==> src/hw/rtl/binomial_coefficient_engine_assert.svh <==
// assertion macros for the binomial coefficient engine
// used by the top level only, no other dependencies
`ifndef BINOMIAL_COEFFICIENT_ENGINE_ASSERT_SVH
`define BINOMIAL_COEFFICIENT_ENGINE_ASSERT_SVH

// same-cycle implication, disabled during reset
`define BCE_ASSERT_IMPL(lbl, clk, rst_n, ante, cons) \
  lbl: assert property (@(posedge clk) disable iff (!(rst_n)) (ante) |-> (cons)) \
    else $error("implication check failed");

// next-cycle implication, disabled during reset
`define BCE_ASSERT_NEXT(lbl, clk, rst_n, ante, cons) \
  lbl: assert property (@(posedge clk) disable iff (!(rst_n)) (ante) |=> (cons)) \
    else $error("next-cycle check failed");

`endif

==> src/hw/rtl/bce_pkg.sv <==
// shared types and constants for the binomial coefficient engine
// no dependencies
package bce_pkg;

  localparam int unsigned MaxN     = 63;
  localparam int unsigned InW      = 6;
  localparam int unsigned ValueW   = 64;
  localparam int unsigned StepW    = 7;
  localparam int unsigned MulW     = ValueW + StepW;
  localparam int unsigned WideW    = 72;
  localparam int unsigned RemW     = StepW - 1;
  localparam int unsigned CntW     = 7;
  localparam logic [CntW-1:0] DivLast = CntW'(WideW - 1);

  typedef enum logic [1:0] {
    StIdle,
    StLoop,
    StDiv,
    StWb
  } bce_state_e;

  // controller to datapath
  typedef struct packed {
    logic start;
    logic mul;
    logic div;
    logic commit;
    logic emit;
  } bce_cmd_t;

  // datapath to controller
  typedef struct packed {
    logic err;
    logic more;
    logic div_last;
    logic out_busy;
  } bce_stat_t;

endpackage

==> src/hw/rtl/bce_if.sv <==
// valid/ready channel interfaces for the binomial coefficient engine
// depends on bce_pkg
interface bce_in_if;
  logic                      valid;
  logic                      ready;
  logic [bce_pkg::InW-1:0]   n;
  logic [bce_pkg::InW-1:0]   k;

  modport source (output valid, output n, output k, input ready);
  modport sink   (input valid, input n, input k, output ready);
endinterface

interface bce_out_if;
  logic                        valid;
  logic                        ready;
  logic [bce_pkg::ValueW-1:0]  value;
  logic                        error;

  modport source (output valid, output value, output error, input ready);
  modport sink   (input valid, input value, input error, output ready);
endinterface

==> src/hw/rtl/binomial_coefficient_engine.sv <==
// binomial coefficient engine: C(n,k) by the multiplicative rule
// depends on bce_pkg, bce_if, bce_controller, bce_datapath and the assert header
//
// usage:
// - in_i carries n and k; a transfer happens when valid and ready are both high
// - res_o carries value and error; error is set with value 0 when k > n
// - ready on in_i is high only while the engine is idle; one item at a time
// - each step i = 1..k multiplies the product by n+1-i and then divides
//   it by i with the restoring divider
// - the divider loop sets the rate; a 64x7 multiplier is the widest logic
// - the result sits in an output register, so a stalled receiver only holds
//   the engine once it has a second result ready to write back
// - reset clears the controller, the result valid flag and the working state
`include "binomial_coefficient_engine_assert.svh"

module binomial_coefficient_engine (
  input logic         clk_i,
  input logic         rst_ni,
  bce_in_if.sink      in_i,
  bce_out_if.source   res_o
);

  bce_pkg::bce_cmd_t   cmd;
  bce_pkg::bce_stat_t  stat;
  bce_pkg::bce_state_e state;

  // sequencing: accept, loop over steps, write back
  bce_controller u_ctrl (
    .clk_i      (clk_i),
    .rst_ni     (rst_ni),
    .in_valid_i (in_i.valid),
    .in_ready_o (in_i.ready),
    .stat_i     (stat),
    .cmd_o      (cmd),
    .state_o    (state)
  );

  // arithmetic and the result register
  bce_datapath u_dp (
    .clk_i       (clk_i),
    .rst_ni      (rst_ni),
    .cmd_i       (cmd),
    .n_i         (in_i.n),
    .k_i         (in_i.k),
    .stat_o      (stat),
    .out_ready_i (res_o.ready),
    .out_valid_o (res_o.valid),
    .value_o     (res_o.value),
    .error_o     (res_o.error)
  );

  // an accepted item keeps the engine busy for at least the next cycle
  `BCE_ASSERT_NEXT(a_busy_after_accept, clk_i, rst_ni, in_i.valid && in_i.ready, !in_i.ready)

  // an error result always carries a zero value
  `BCE_ASSERT_IMPL(a_err_zero, clk_i, rst_ni, res_o.valid && res_o.error, res_o.value == '0)

  // the divider only runs on a valid pair with a step still to do
  `BCE_ASSERT_IMPL(a_div_in_range, clk_i, rst_ni, state == bce_pkg::StDiv,
                   stat.more && !stat.err)

endmodule

==> src/hw/rtl/bce_controller.sv <==
// sequencing state machine for the binomial coefficient engine
// depends on bce_pkg
module bce_controller (
  input  logic                clk_i,
  input  logic                rst_ni,
  input  logic                in_valid_i,
  output logic                in_ready_o,
  input  bce_pkg::bce_stat_t  stat_i,
  output bce_pkg::bce_cmd_t   cmd_o,
  output bce_pkg::bce_state_e state_o
);

  bce_pkg::bce_state_e state_q, state_d;

  always_ff @(posedge clk_i or negedge rst_ni) begin
    if (!rst_ni) begin
      state_q <= bce_pkg::StIdle;
    end else begin
      state_q <= state_d;
    end
  end

  always_comb begin
    state_d    = state_q;
    cmd_o      = '0;
    in_ready_o = 1'b0;
    unique case (state_q)
      bce_pkg::StIdle: begin
        in_ready_o = 1'b1;
        if (in_valid_i) begin
          cmd_o.start = 1'b1;
          state_d     = bce_pkg::StLoop;
        end
      end
      bce_pkg::StLoop: begin
        if (stat_i.err || !stat_i.more) begin
          state_d = bce_pkg::StWb;
        end else begin
          cmd_o.mul = 1'b1;
          state_d   = bce_pkg::StDiv;
        end
      end
      bce_pkg::StDiv: begin
        cmd_o.div = 1'b1;
        if (stat_i.div_last) begin
          cmd_o.commit = 1'b1;
          state_d      = bce_pkg::StLoop;
        end
      end
      bce_pkg::StWb: begin
        if (!stat_i.out_busy) begin
          cmd_o.emit = 1'b1;
          state_d    = bce_pkg::StIdle;
        end
      end
      default: state_d = bce_pkg::StIdle;
    endcase
  end

  assign state_o = state_q;

endmodule

==> src/hw/rtl/bce_datapath.sv <==
// product, multiplier, bit-serial divider and result register
// depends on bce_pkg
module bce_datapath (
  input  logic                        clk_i,
  input  logic                        rst_ni,
  input  bce_pkg::bce_cmd_t           cmd_i,
  input  logic [bce_pkg::InW-1:0]     n_i,
  input  logic [bce_pkg::InW-1:0]     k_i,
  output bce_pkg::bce_stat_t          stat_o,
  input  logic                        out_ready_i,
  output logic                        out_valid_o,
  output logic [bce_pkg::ValueW-1:0]  value_o,
  output logic                        error_o
);

  logic [bce_pkg::InW-1:0]    n_q, k_q;
  logic                       err_q;
  logic [bce_pkg::ValueW-1:0] prod_q;
  logic [bce_pkg::StepW-1:0]  step_q;
  logic [bce_pkg::WideW-1:0]  wide_q;
  logic [bce_pkg::RemW-1:0]   rem_q;
  logic [bce_pkg::CntW-1:0]   cnt_q;
  logic                       out_valid_q;
  logic [bce_pkg::ValueW-1:0] value_q;
  logic                       error_q;

  logic [bce_pkg::StepW-1:0]  m_w;
  logic [bce_pkg::MulW-1:0]   mul_w;
  logic [bce_pkg::StepW-1:0]  trial_w;
  logic                       ge_w;
  logic [bce_pkg::StepW-1:0]  diff_w;
  logic                       bad_w;

  // m = n + 1 - i
  assign m_w   = bce_pkg::StepW'({1'b0, n_q}) + bce_pkg::StepW'(1) - step_q;
  assign mul_w = prod_q * m_w;

  // restoring division, one quotient bit a cycle
  assign trial_w = {rem_q, wide_q[bce_pkg::WideW-1]};
  assign ge_w    = (trial_w >= step_q);
  assign diff_w  = trial_w - step_q;

  assign bad_w = (k_i > n_i) || ({1'b0, n_i} > bce_pkg::StepW'(bce_pkg::MaxN));

  always_ff @(posedge clk_i or negedge rst_ni) begin
    if (!rst_ni) begin
      err_q       <= 1'b0;
      prod_q      <= '0;
      step_q      <= '0;
      wide_q      <= '0;
      rem_q       <= '0;
      cnt_q       <= '0;
      out_valid_q <= 1'b0;
    end else begin
      if (cmd_i.start) begin
        err_q <= bad_w;
        if (!bad_w) begin
          prod_q <= bce_pkg::ValueW'(1);
          step_q <= bce_pkg::StepW'(1);
        end
      end
      if (cmd_i.mul) begin
        wide_q <= bce_pkg::WideW'(mul_w);
        rem_q  <= '0;
        cnt_q  <= '0;
      end
      if (cmd_i.div) begin
        wide_q <= {wide_q[bce_pkg::WideW-2:0], ge_w};
        rem_q  <= ge_w ? diff_w[bce_pkg::RemW-1:0] : trial_w[bce_pkg::RemW-1:0];
        cnt_q  <= cnt_q + bce_pkg::CntW'(1);
      end
      if (cmd_i.commit) begin
        // last quotient bit shifts in this cycle
        prod_q <= {wide_q[bce_pkg::ValueW-2:0], ge_w};
        step_q <= step_q + bce_pkg::StepW'(1);
      end
      if (cmd_i.emit) begin
        out_valid_q <= 1'b1;
      end else if (out_ready_i) begin
        out_valid_q <= 1'b0;
      end
    end
  end

  // payload registers
  always_ff @(posedge clk_i) begin
    if (cmd_i.start) begin
      n_q <= n_i;
      k_q <= k_i;
    end
    if (cmd_i.emit) begin
      value_q <= err_q ? '0 : prod_q;
      error_q <= err_q;
    end
  end

  assign stat_o.err      = err_q;
  assign stat_o.more     = (step_q <= {1'b0, k_q});
  assign stat_o.div_last = (cnt_q == bce_pkg::DivLast);
  assign stat_o.out_busy = out_valid_q && !out_ready_i;

  assign out_valid_o = out_valid_q;
  assign value_o     = value_q;
  assign error_o     = error_q;

endmodule
==> src/flat_wrapper.sv <==
// flat-port wrapper written by rule: the top's interface ports become plain ports
module binomial_coefficient_engine_flat 
  (clk_i, rst_ni, in_i_valid, in_i_n, in_i_k, in_i_ready, res_o_valid, res_o_value, res_o_error, res_o_ready);
  bce_in_if in_i_i ();
  bce_out_if res_o_i ();
  input logic clk_i;
  input logic rst_ni;
  input wire logic [$bits(in_i_i.valid)-1:0] in_i_valid;
  input wire logic [$bits(in_i_i.n)-1:0] in_i_n;
  input wire logic [$bits(in_i_i.k)-1:0] in_i_k;
  output wire logic [$bits(in_i_i.ready)-1:0] in_i_ready;
  output wire logic [$bits(res_o_i.valid)-1:0] res_o_valid;
  output wire logic [$bits(res_o_i.value)-1:0] res_o_value;
  output wire logic [$bits(res_o_i.error)-1:0] res_o_error;
  input wire logic [$bits(res_o_i.ready)-1:0] res_o_ready;
  assign in_i_i.valid = in_i_valid;
  assign in_i_i.n = in_i_n;
  assign in_i_i.k = in_i_k;
  assign in_i_ready = in_i_i.ready;
  assign res_o_valid = res_o_i.valid;
  assign res_o_value = res_o_i.value;
  assign res_o_error = res_o_i.error;
  assign res_o_i.ready = res_o_ready;
  binomial_coefficient_engine u_core (.clk_i(clk_i), .rst_ni(rst_ni), .in_i(in_i_i), .res_o(res_o_i));
endmodule
==> config.mk <==
export PLATFORM = sky130hd
export DESIGN_NAME = binomial_coefficient_engine_flat
export DESIGN_NICKNAME = d
export VERILOG_FILES = /design/src/hw/rtl/bce_pkg.sv /design/src/hw/rtl/bce_if.sv /design/src/hw/rtl/binomial_coefficient_engine.sv /design/src/hw/rtl/bce_controller.sv /design/src/hw/rtl/bce_datapath.sv /design/src/flat_wrapper.sv
export VERILOG_INCLUDE_DIRS = /design/src /design/src/hw/rtl
export SDC_FILE = /design/constraint.sdc
export NUM_CORES = 1
export LEC_CHECK = 0
export BUFFER_PORTS_ARGS = -buffer_cell sky130_fd_sc_hd__clkbuf_2
export CAP_MARGIN = 5
export CELL_PAD_IN_SITES_DETAIL_PLACEMENT = 0
export CELL_PAD_IN_SITES_GLOBAL_PLACEMENT = 2
export CORE_MARGIN = 4
export CORE_UTILIZATION = 44
export CTS_BUF_LIST = sky130_fd_sc_hd__clkbuf_16
export DETAILED_ROUTE_END_ITERATION = 12
export PLACE_DENSITY_LB_ADDON = 0.1
export SYNTH_ARGS = -nofsm -noshare
export SYNTH_HDL_FRONTEND = slang
export SYNTH_SLANG_ARGS = --single-unit
==> constraint.sdc <==
create_clock -name clk_i -period 12.5 [get_ports clk_i]
set_input_delay 2.5 -clock clk_i [delete_from_list [all_inputs] [get_ports clk_i]]
set_output_delay 2.5 -clock clk_i [all_outputs]
set_load 0.03 [all_outputs]
# Word level (Yosys, flattened, before mapping)
# Index checks and enable logic that the tools add are counted.
# classes
n_mul	1
order_cmp	3
eq_ne	8
reduce_logical	10
addsub	5
n_mux	29
# op_table
cell	count
$mux W64	3
$mux W72	2
$mul A64 B7 Y71	1
$mux W7	5
$mux W6	3
$add A7 B1 Y7 const B	2
$mux W1	11
$mux W2	4
$pmux W2 S4	1
$add A6 B1 Y7 const B	1
$eq A7 B7 Y1 const B	1
$ge A7 B7 Y1	1
$le A7 B6 Y1	1
$sub A7 B7 Y7	1
$gt A6 B6 Y1	1
$reduce_bool A2 Y1	3
$sub A6 B6 Y6	1
$eq A2 B2 Y1 const B	2
$ne A2 B1 Y1 const B	2
$ne A2 B2 Y1 const B	2
$reduce_and A3 Y1	1
$eq A2 B1 Y1 const B	1
$logic_not A1 Y1	2
$logic_not A2 Y1	1
3 further kinds	3
# word_totals
reg_bits	237
word_cells	68
out_inout_bits	67
in_bits	16

# Logic depth before layout (Yosys ltp)
# Gate-level depths: netlist of run 1.
# depth
ltp_word	7
mapped_depth	32
mapped_depth_nobuf	30

# Cells and area by module
# Synthesis of run 1 repeated with hierarchy kept, for this count alone.
# hier_totals
hier_cells	2989
area_unflattened_um2	25715.9
# by_module_without_submodules
module	n_inst	seq_area_each_um2	area_each_um2	cells_each
bce_datapath	1	6266.0	25568.3	2975
bce_controller	1	50.0	147.6	14

# Least setup slack after synthesis of run 1
# Ideal clock, no wire load.
# synth_timing
kind	reg2reg
start	register u_core.u_dp.step_q[1] (netlist name)
end	register u_core.u_dp.wide_q[58] (netlist name)
setup_time_ns	0.076
t_required_ns	12.424
period_less_slack_ns	6.807
setup_slack_ns	5.693
path_buffers	1
arrival_ns	6.731
stages_incl_launch_ff	30
cell_sequence	dfrtp_1 -> ha_1 -> inv_1 -> ha_1 -> inv_1 -> fa_1 -> inv_1 -> a21o_1 -> a21oi_1 -> xnor2_1 -> clkbuf_1 -> nand2_1 -> fa_1 -> fa_1 -> inv_1 -> fa_1 -> inv_1 -> fa_1 -> inv_1 -> ha_1 -> nand2_1 -> o211a_1 -> o31ai_2 -> nand2_1 -> nand3_1 -> a41o_2 -> a41oi_4 -> a2111oi_2 -> mux2_1 -> o21ai_1
# synth_via
elab_chain_len	6
elab_cells_between_ends	10
cone_classes	add/sub: 1; mul: 1; order compare: 1; mux: 4; reduce/logical: 3
# synth_lines
item	line	rtl
start: declaration	bce_datapath.sv:19	logic [bce_pkg::StepW-1:0] step_q;
start signal: assignment	bce_datapath.sv:59	step_q <= bce_pkg::StepW'(1);
start signal: assignment	bce_datapath.sv:75	step_q <= step_q + bce_pkg::StepW'(1);
parallel branches: the longest is 6 deep, another holds $mul A64 B7 Y71	-	
end signal: assignment	bce_datapath.sv:63	wide_q <= bce_pkg::WideW'(mul_w);
end signal: assignment	bce_datapath.sv:68	wide_q <= {wide_q[bce_pkg::WideW-2:0], ge_w};
end: declaration	bce_datapath.sv:20	logic [bce_pkg::WideW-1:0] wide_q;
# Several ways; the timed one is not identified. The select of a mux whose other input is x is not followed.
# A chain may end at the register's enable or synchronous reset.

# Final worst setup path of run 1
# layout_timing
start	register u_core.u_dp.step_q[2] (netlist name)
end	register u_core.u_dp.wide_q[57] (netlist name)
# Same word-level chain as after synthesis.

==> results of run 1 <==
==> cells by family after synthesis <==
logic type | synth area share, %
xor gates and xnor gates | 2.39
AOI/OAI and AO/OA | 13.1
muxes | 0.532
adders and majority gates | 31.0
buffers and inverters | 10.9
and+or+nand+nor | 16.7
DFF | 25.3
==> placed cells by master (no fill, tap or decap), types with 4 or more instances in the layout <==
cell type	instances
sky130_fd_sc_hd__edfxtp_1	77
sky130_fd_sc_hd__nand3_1	36
sky130_fd_sc_hd__a31oi_1	20
sky130_fd_sc_hd__o21bai_1	13
sky130_fd_sc_hd__xor2_1	29
sky130_fd_sc_hd__mux2i_1	11
sky130_fd_sc_hd__a21o_1	34
sky130_fd_sc_hd__nor3_1	15
sky130_fd_sc_hd__nand2b_1	66
sky130_fd_sc_hd__or3_1	9
sky130_fd_sc_hd__a221oi_1	8
sky130_fd_sc_hd__nand2_1	295
sky130_fd_sc_hd__o21ai_0	105
sky130_fd_sc_hd__dfrtp_1	159
sky130_fd_sc_hd__xnor2_1	35
sky130_fd_sc_hd__clkinv_2	7
sky130_fd_sc_hd__xnor2_2	4
sky130_fd_sc_hd__and2_1	189
sky130_fd_sc_hd__clkbuf_16	35
sky130_fd_sc_hd__ha_1	119
sky130_fd_sc_hd__clkbuf_2	81
sky130_fd_sc_hd__o31ai_1	4
sky130_fd_sc_hd__a22o_1	68
sky130_fd_sc_hd__nand4_1	24
sky130_fd_sc_hd__buf_4	17
sky130_fd_sc_hd__o21ai_1	21
sky130_fd_sc_hd__a21oi_1	93
sky130_fd_sc_hd__a221o_1	8
sky130_fd_sc_hd__and3_1	11
sky130_fd_sc_hd__inv_1	581
sky130_fd_sc_hd__a22oi_1	55
sky130_fd_sc_hd__nor2b_1	72
sky130_fd_sc_hd__o21a_1	7
sky130_fd_sc_hd__fa_1	310
sky130_fd_sc_hd__nor2_1	69
==> synth_stat cells, types with 9 or more instances <==
cell	count
sky130_fd_sc_hd__a21o_1	34
sky130_fd_sc_hd__a21oi_1	93
sky130_fd_sc_hd__a22o_1	68
sky130_fd_sc_hd__a22oi_1	55
sky130_fd_sc_hd__a31oi_1	20
sky130_fd_sc_hd__and2_1	189
sky130_fd_sc_hd__and3_1	11
sky130_fd_sc_hd__clkbuf_1	126
sky130_fd_sc_hd__dfrtp_1	160
sky130_fd_sc_hd__edfxtp_1	77
sky130_fd_sc_hd__fa_1	311
sky130_fd_sc_hd__ha_1	121
sky130_fd_sc_hd__inv_1	575
sky130_fd_sc_hd__mux2i_1	11
sky130_fd_sc_hd__nand2_1	295
sky130_fd_sc_hd__nand2b_1	67
sky130_fd_sc_hd__nand3_1	36
sky130_fd_sc_hd__nand4_1	24
sky130_fd_sc_hd__nor2_1	70
sky130_fd_sc_hd__nor2b_1	74
sky130_fd_sc_hd__nor3_1	16
sky130_fd_sc_hd__o21ai_0	105
sky130_fd_sc_hd__o21ai_1	21
sky130_fd_sc_hd__o21bai_1	13
sky130_fd_sc_hd__or3_1	9
sky130_fd_sc_hd__xnor2_1	39
sky130_fd_sc_hd__xor2_1	29
==> final cells by class <==
cell class                 instances  share of cell area, %
antenna                            1                0.00926
timing repair buffer              99                   2.01
clock buffer                      35                   3.24
multi-input combinational       1810                   59.1
sequential                       237                   23.4
inverter                         575                   7.99
tap                              748                   3.46
clock inverter                    26                  0.806
==> power by group <==
| group | total [W] | switching (W) | internal (W) |
|---|---|---|---|
| clock | 0.000978 | 0.000405 | 0.000573 |
| sequential | 0.000982 | 0.0000587 | 0.000924 |
| combinational | 0.00102 | 0.000814 | 0.000202 |
==> metal layers <==
metal  vias up  part of all wire (%)  GRT usage (%)
li1       8741                     -              -
met1      9571                    48           32.5
met2       359                    46           36.6
met3        65                   4.3           3.45
met4         0                   2.0           5.17
met5         -                     0              0
==> path summary, 6_finish.rpt <==
| kind | slack (ns) | endpoint | cells after the start |
|---|---|---|---|
| max reg2reg | 4.78 | u_core.u_dp.wide_q[57] | 28 |
| max | 4.78 | u_core.u_dp.wide_q[57] | 28 |
| min in group asynchronous | 2.01 | u_core.u_dp.step_q[4] | 1 |
| min | 0.50 | u_core.u_dp.cnt_q[6] | 1 |
| max in group asynchronous | 9.00 | u_core.u_dp.prod_q[32] | 2 |
| min reg2reg | 0.50 | u_core.u_dp.cnt_q[6] | 1 |
==> registers in the layout, summed over array words and instances, names as in the netlist, 6 cells and up <==
signal	count
u_core.u_dp.cnt_q	7
u_core.u_dp.prod_q	64
u_core.u_dp.value_o	64
u_core.u_dp.n_q	6
u_core.u_dp.k_q	6
u_core.u_dp.rem_q	6
u_core.u_dp.step_q	7
u_core.u_dp.wide_q	72
==> through the flow <==
stage / area, um2 / hold slack, ns / std cells / utilization [%] / power [W]
floorplan: 24900 / 0.449 / 2762 / - / 0.00163
global placement: 25900 / 0.472 / 3469 / 46.6 / 0.00201
detailed placement: 25900 / 0.485 / 3469 / 46.6 / 0.00203
CTS: 27000 / 0.497 / 3530 / 48.6 / 0.00302
global route: 27000 / 0.520 / 3530 / 48.6 / 0.00314
finish: 27000 / 0.496 / 3531 / 48.6 / 0.00298
==> impl_metrics.csv, run 1 <==
group,metric,value,unit
critical_path,critical-path-top-delay-family,"adder cells",
placed_design,port-buffer-count,82,
critical_path,worst-path-max-fanout,64,
timing,worstMarginPinSlew,1.14,ns
timing,max_clock_freq,0.130,GHz
global_route,grt_usage,22.7,%
route,firstDrtPassIters,5,
worst_hold_path,worstHoldPathType,"flip-flop to flip-flop",
die,initial_utilization,44.8,%
global_route,antenna_found_initial,0,
cts,cts_setup_buffers,0,
global_route,grt_first_pass_wirelength,111,mm
die,rows,86,
cts,cts_root_buf,"sky130_fd_sc_hd__clkbuf_16",
die,fp.dieArea,60600,um2
timing,timing.final.crit_period,7.72,ns
cts,worst_setup_hold_path_clk_slew,0.06,ns
power,cellPowerDensity,110,nW/um2
power,power.ir.vdd_worst,0.000174,V
logic_synthesis,synth_warnings,0,
logic_synthesis,ys_async_sr_fraction,67.5,%
logic_synthesis,synth.top_cell.area_share,25.0,%
cts,cts-resized-gates,0,
logic_synthesis,synth_cells,2762,
final_layout,proportion_of_layout_cells_with_a_drive_suffix_above_1,6.83,%
timing,skew,0.0341,ns
logic_synthesis,synth.net_count,3210,
critical_path,timing.setup.critical_path_class,"flip-flop to flip-flop",
global_route,grt.overflow.total,0,
timing,timing.final.setup_violations,0,
final_layout,area.sequential,6320,um2
flow_run,maxCapViolations,0,
cts,tritoncts,"built",
run_status,status,"finished, final reports clean",
route,route.vias.total,18700,
timing,period_share,61.8,%
route,detailed_route_wl,66.1,mm
logic_synthesis,synthTopCellsByArea,"sky130_fd_sc_hd__fa_1 (25%), sky130_fd_sc_hd__dfrtp_1 (16%), sky130_fd_sc_hd__edfxtp_1 (9.3%)",
logic_synthesis,synth_edf_count,77,
logic_synthesis,synthDistinctLibCells,82,
route,final_antenna_net_count,0,
logic_synthesis,ys.flop_type,"sky130_fd_sc_hd__dfrtp_1",
route,viasPerCell,5.31,
timing,unrepaired_setup_endpoints_after_global_routing,"false",
critical_path,crit-reg2reg-launch,"u_core.u_dp.step_q[2]",
final_layout,fill_cells,5412,
worst_hold_path,hold_start,"u_core.u_dp.cnt_q[6]",
critical_path,critPathRequiredTime,12.91,ns
die,pin_count,83,
die,core,55600,um2
global_route,first_global_vias,20200,
placed_design,dp_hpwl,47.4,mm
critical_path,critical_path_slowest_stage_cell,"sky130_fd_sc_hd__buf_4",
critical_path,critical_path.startpoint,"u_core.u_dp.step_q[2]",
critical_path,crit_path_max_incr_delay,0.61,ns
logic_synthesis,sequential_element_share_of_the_synthesized_area,25.3,%
cts,cts_buffers,34,
cts,clk_latency,0.57,ns
die,die_y,246,um
placed_design,preCtsSetupSlack,4.81,ns
final_layout,syn2layout_area_growth,8.35,%
critical_path,worstSetupStartpointType,"flip-flop",
timing,post-route-worst-setup-slack,4.78,ns
logic_synthesis,yosys_register_bits,237,
logic_synthesis,synth_area_per_cell,9.03,um2
final_layout,multiInputGateArea,16000,um2
route,drc,0,
logic_synthesis,synthesis.area,24900,um2
cts,cts.sink_count,237,
timing,endpoints_failing_hold,0,
timing,setup_total_negative_slack,0,ns
critical_path,worst-endpoint-arrival,8.13,ns
placed_design,routability_congestion_estimate_from_global_placement,0.878,
timing,worst_slew_margin_rel,23.8,%
route,drtIter0Drc,1073,
cts,cts_htree_levels,2,
timing,timing.final.max_slew_violations,0,
cts,number_of_buffers_inserted_for_hold_repair_after_clock_tree_synthesis,0,
critical_path,critPathCaptureType,"flip-flop",
route,post_drt_wl_per_cell,18.7,um
global_route,grt_start_max_net_pins,94,
die,width_of_the_die,246,um
final_layout,final_net_count,3205,
power,power.static_leakage,12.9,nW
critical_path,critical_path_buf_inv_count,5,
cts,clock_tree.buffer_depth,3,
logic_synthesis,post-synth-top-area-cell,"sky130_fd_sc_hd__fa_1",
(Power assumes the default switching activity.)
==> run 2, diff against run 1 <==
--- a/config.mk
+++ b/config.mk
@@ -11,7 +11,7 @@
 export CELL_PAD_IN_SITES_DETAIL_PLACEMENT = 0
 export CELL_PAD_IN_SITES_GLOBAL_PLACEMENT = 2
 export CORE_MARGIN = 4
-export CORE_UTILIZATION = 44
+export CORE_UTILIZATION = 41
 export CTS_BUF_LIST = sky130_fd_sc_hd__clkbuf_16
 export DETAILED_ROUTE_END_ITERATION = 12
 export PLACE_DENSITY_LB_ADDON = 0.1
==> constraint.sdc (replaced) <==
create_clock -name clk_i -period 7.2 [get_ports clk_i]
set_input_delay 1.44 -clock clk_i [delete_from_list [all_inputs] [get_ports clk_i]]
set_output_delay 1.44 -clock clk_i [all_outputs]
set_load 0.03 [all_outputs]
==> impl_metrics.csv, run 2 (same netlist as run 1, synthesis figures left out) <==
group,metric,value,unit
power,share_seq_of_total_power,30.2,%
critical_path,worst-path-max-fanout,15,
final_layout,proportion_of_layout_cells_with_a_drive_suffix_above_1,11.3,%
power,power.ir.vdd_worst,0.000226,V
cts,cts_htree_levels,2,
placed_design,dp_hpwl,50.9,mm
worst_hold_path,hold_start,"u_core.u_dp.wide_q[65]",
global_route,gr-max-usage-layer,"met2",
cts,cts_buffers,34,
placed_design,port-buffer-count,82,
timing,whs,0.500,ns
timing,max_clock_freq,0.143,GHz
cts,cts_root_buf,"sky130_fd_sc_hd__clkbuf_16",
worst_hold_path,worstHoldPathType,"flip-flop to flip-flop",
timing,setup_total_negative_slack,0,ns
global_route,grt_start_max_net_pins,68,
timing,worst_slew_margin_rel,29.0,%
final_layout,syn2layout_area_growth,13.2,%
critical_path,worstSetupStartpointType,"flip-flop",
global_route,first_global_vias,20500,
timing,period_share,97.0,%
critical_path,critPathCaptureType,"flip-flop",
final_layout,final_design_area_no_fill,28200,um2
timing,timing.final.max_slew_violations,0,
power,internal_power,0.00323,W
critical_path,crit_path_max_incr_delay,0.54,ns
final_layout,antenna_cells_inserted,0,
die,core,60200,um2
cts,tritoncts,"built",
power,total_power_of_the_final_layout,0.00563,W
run_status,status,"finished, final reports clean",
final_layout,final_common_cell,"sky130_fd_sc_hd__inv_1",
power,power.static_leakage,13.4,nW
critical_path,crit-reg2reg-launch,"u_core.u_dp.step_q[2]",
final_layout,largest_reg_flops,72,
cts,cts.sink_count,237,
placed_design,routability_congestion_estimate_from_global_placement,0.859,
final_layout,instances_no_fill,3637,
critical_path,critPathRequiredTime,7.66,ns
global_route,groute.layer.met2.usage,36.0,%
power,p_sw,0.00241,W
cts,number_of_buffers_inserted_for_hold_repair_after_clock_tree_synthesis,0,
placed_design,postPlaceCellArea,26500,um2
placed_design,placedCellCount,3557,
route,viasPerCell,5.24,
timing,timing.final.setup_violations,0,
timing,worstMarginPinSlew,1.06,ns
critical_path,critical_path.startpoint,"u_core.u_dp.step_q[2]",
cts,worst_setup_hold_path_clk_slew,0.06,ns
timing,endpoints_failing_hold,0,
cts,clk_latency,0.56,ns
timing,timing.final.crit_period,6.98,ns
cts,clock_tree.buffer_depth,3,
die,initial_utilization,41.4,%
route,post_drt_wl_per_cell,19.4,um
power,cellPowerDensity,200,nW/um2
die,fp.dieArea,64800,um2
power,power.clock.fraction,30.4,%
global_route,met3_usage,2.24,%
flow_run,maxCapViolations,0,
route,final_antenna_net_count,0,
final_layout,fill_cells,5876,
route,firstDrtPassIters,5,
critical_path,regToRegSetupSlack,0.22,ns
global_route,grt.overflow.total,0,
route,route.vias.total,19100,
die,die_y,255,um
route,detailed_route_wl,70.6,mm
timing,skew,0.0280,ns
power,share_comb_of_total_power,39.4,%
die,width_of_the_die,255,um
global_route,grt_usage,21.9,%
power,swShare,42.7,%
route,drtIter0Drc,1090,
die,pin_count,83,
die,rows,90,
global_route,grt_first_pass_wirelength,114,mm
final_layout,top_reg_by_flops,"u_core.u_dp.wide_q",
global_route,antenna_found_initial,4,
final_layout,final_cell_mix,"sky130_fd_sc_hd__inv_1 (579), sky130_fd_sc_hd__fa_1 (310), sky130_fd_sc_hd__nand2_1 (291), sky130_fd_sc_hd__and2_1 (189), sky130_fd_sc_hd__dfrtp_1 (159)",
critical_path,worst-endpoint-arrival,7.44,ns
critical_path,timing.setup.critical_path_class,"flip-flop to flip-flop",
critical_path,critical_path_slowest_stage_cell,"sky130_fd_sc_hd__o31ai_1",
route,drc,0,
global_route,grt_util_met1,31.7,%
final_layout,final_net_count,3277,
run 2: layout make-up:
type | instances | area [um2] | share of cell area [%]
multi-input cells | 1810 | 16400 | 58.0
flip-flops and latches | 237 | 6320 | 22.4
inverters | 575 | 2160 | 7.65
repair buffers | 171 | 1290 | 4.57
well taps | 782 | 978 | 3.47
clock buffers | 34 | 851 | 3.02
clock inverters | 28 | 265 | 0.940
run 2: final timing paths:
kind | depth (start not counted) | end
worst max register to register | 30 | u_core.u_dp.wide_q[32]
worst min-delay path | 2 | u_core.u_dp.wide_q[65]
worst max-delay path | 30 | u_core.u_dp.wide_q[32]
worst min register to register | 2 | u_core.u_dp.wide_q[65]
min in group asynchronous | 1 | u_core.u_dp.step_q[4]
max in group asynchronous | 2 | u_core.u_dp.prod_q[27]
run 2: power by group through the flow:
stage	Clock (W)	Sequential [W]	Combinational, W
floorplan	0	0.00189	0.000935
global placement	0	0.00172	0.00200
detailed placement	0	0.00173	0.00202
CTS	0.00176	0.00170	0.00202
global route	0.00181	0.00172	0.00240
finish	0.00171	0.00170	0.00222
run 2: critical path: cells and delay by family, from the launching register on:
family / cells / cell delay [ns]
fa+ha+maj: 7 / 2.73
xor+xnor: 2 / 0.33
compound gates: 9 / 1.76
buf+inv: 8 / 0.83
simple gates: 4 / 0.79
flops: 1 / 0.42
run 2: metrics by stage:
| stage | util (%) | setup slack [ns] |
|---|---|---|
| 6_report | 46.8 | 0.218 |
| 5_1_grt | 46.8 | -0.0386 |
| 4_1_cts | 45.9 | 0.0225 |
| 3_5_place_dp | 44.0 | -0.00105 |
| 3_3_place_gp | 44.0 | 0.0250 |
| 2_1_floorplan | - | 0.393 |
run 2: layer usage:
layer,share of wire [%],vias to the layer above
met5,0,-
met1,47,9778
li1,-,8872
met2,47,343
met3,3.9,76
met4,1.8,0
run 2: what timing repair did:
| action | 4_1_cts | 5_1_grt |
|---|---|---|
| cloned | 0 | 3 |
| buffers inserted | 0 | 14 |
| pin swaps | 1 | 19 |
| setup endpoints to repair | 2 | 27 |
| resized for setup | 1 | 83 |
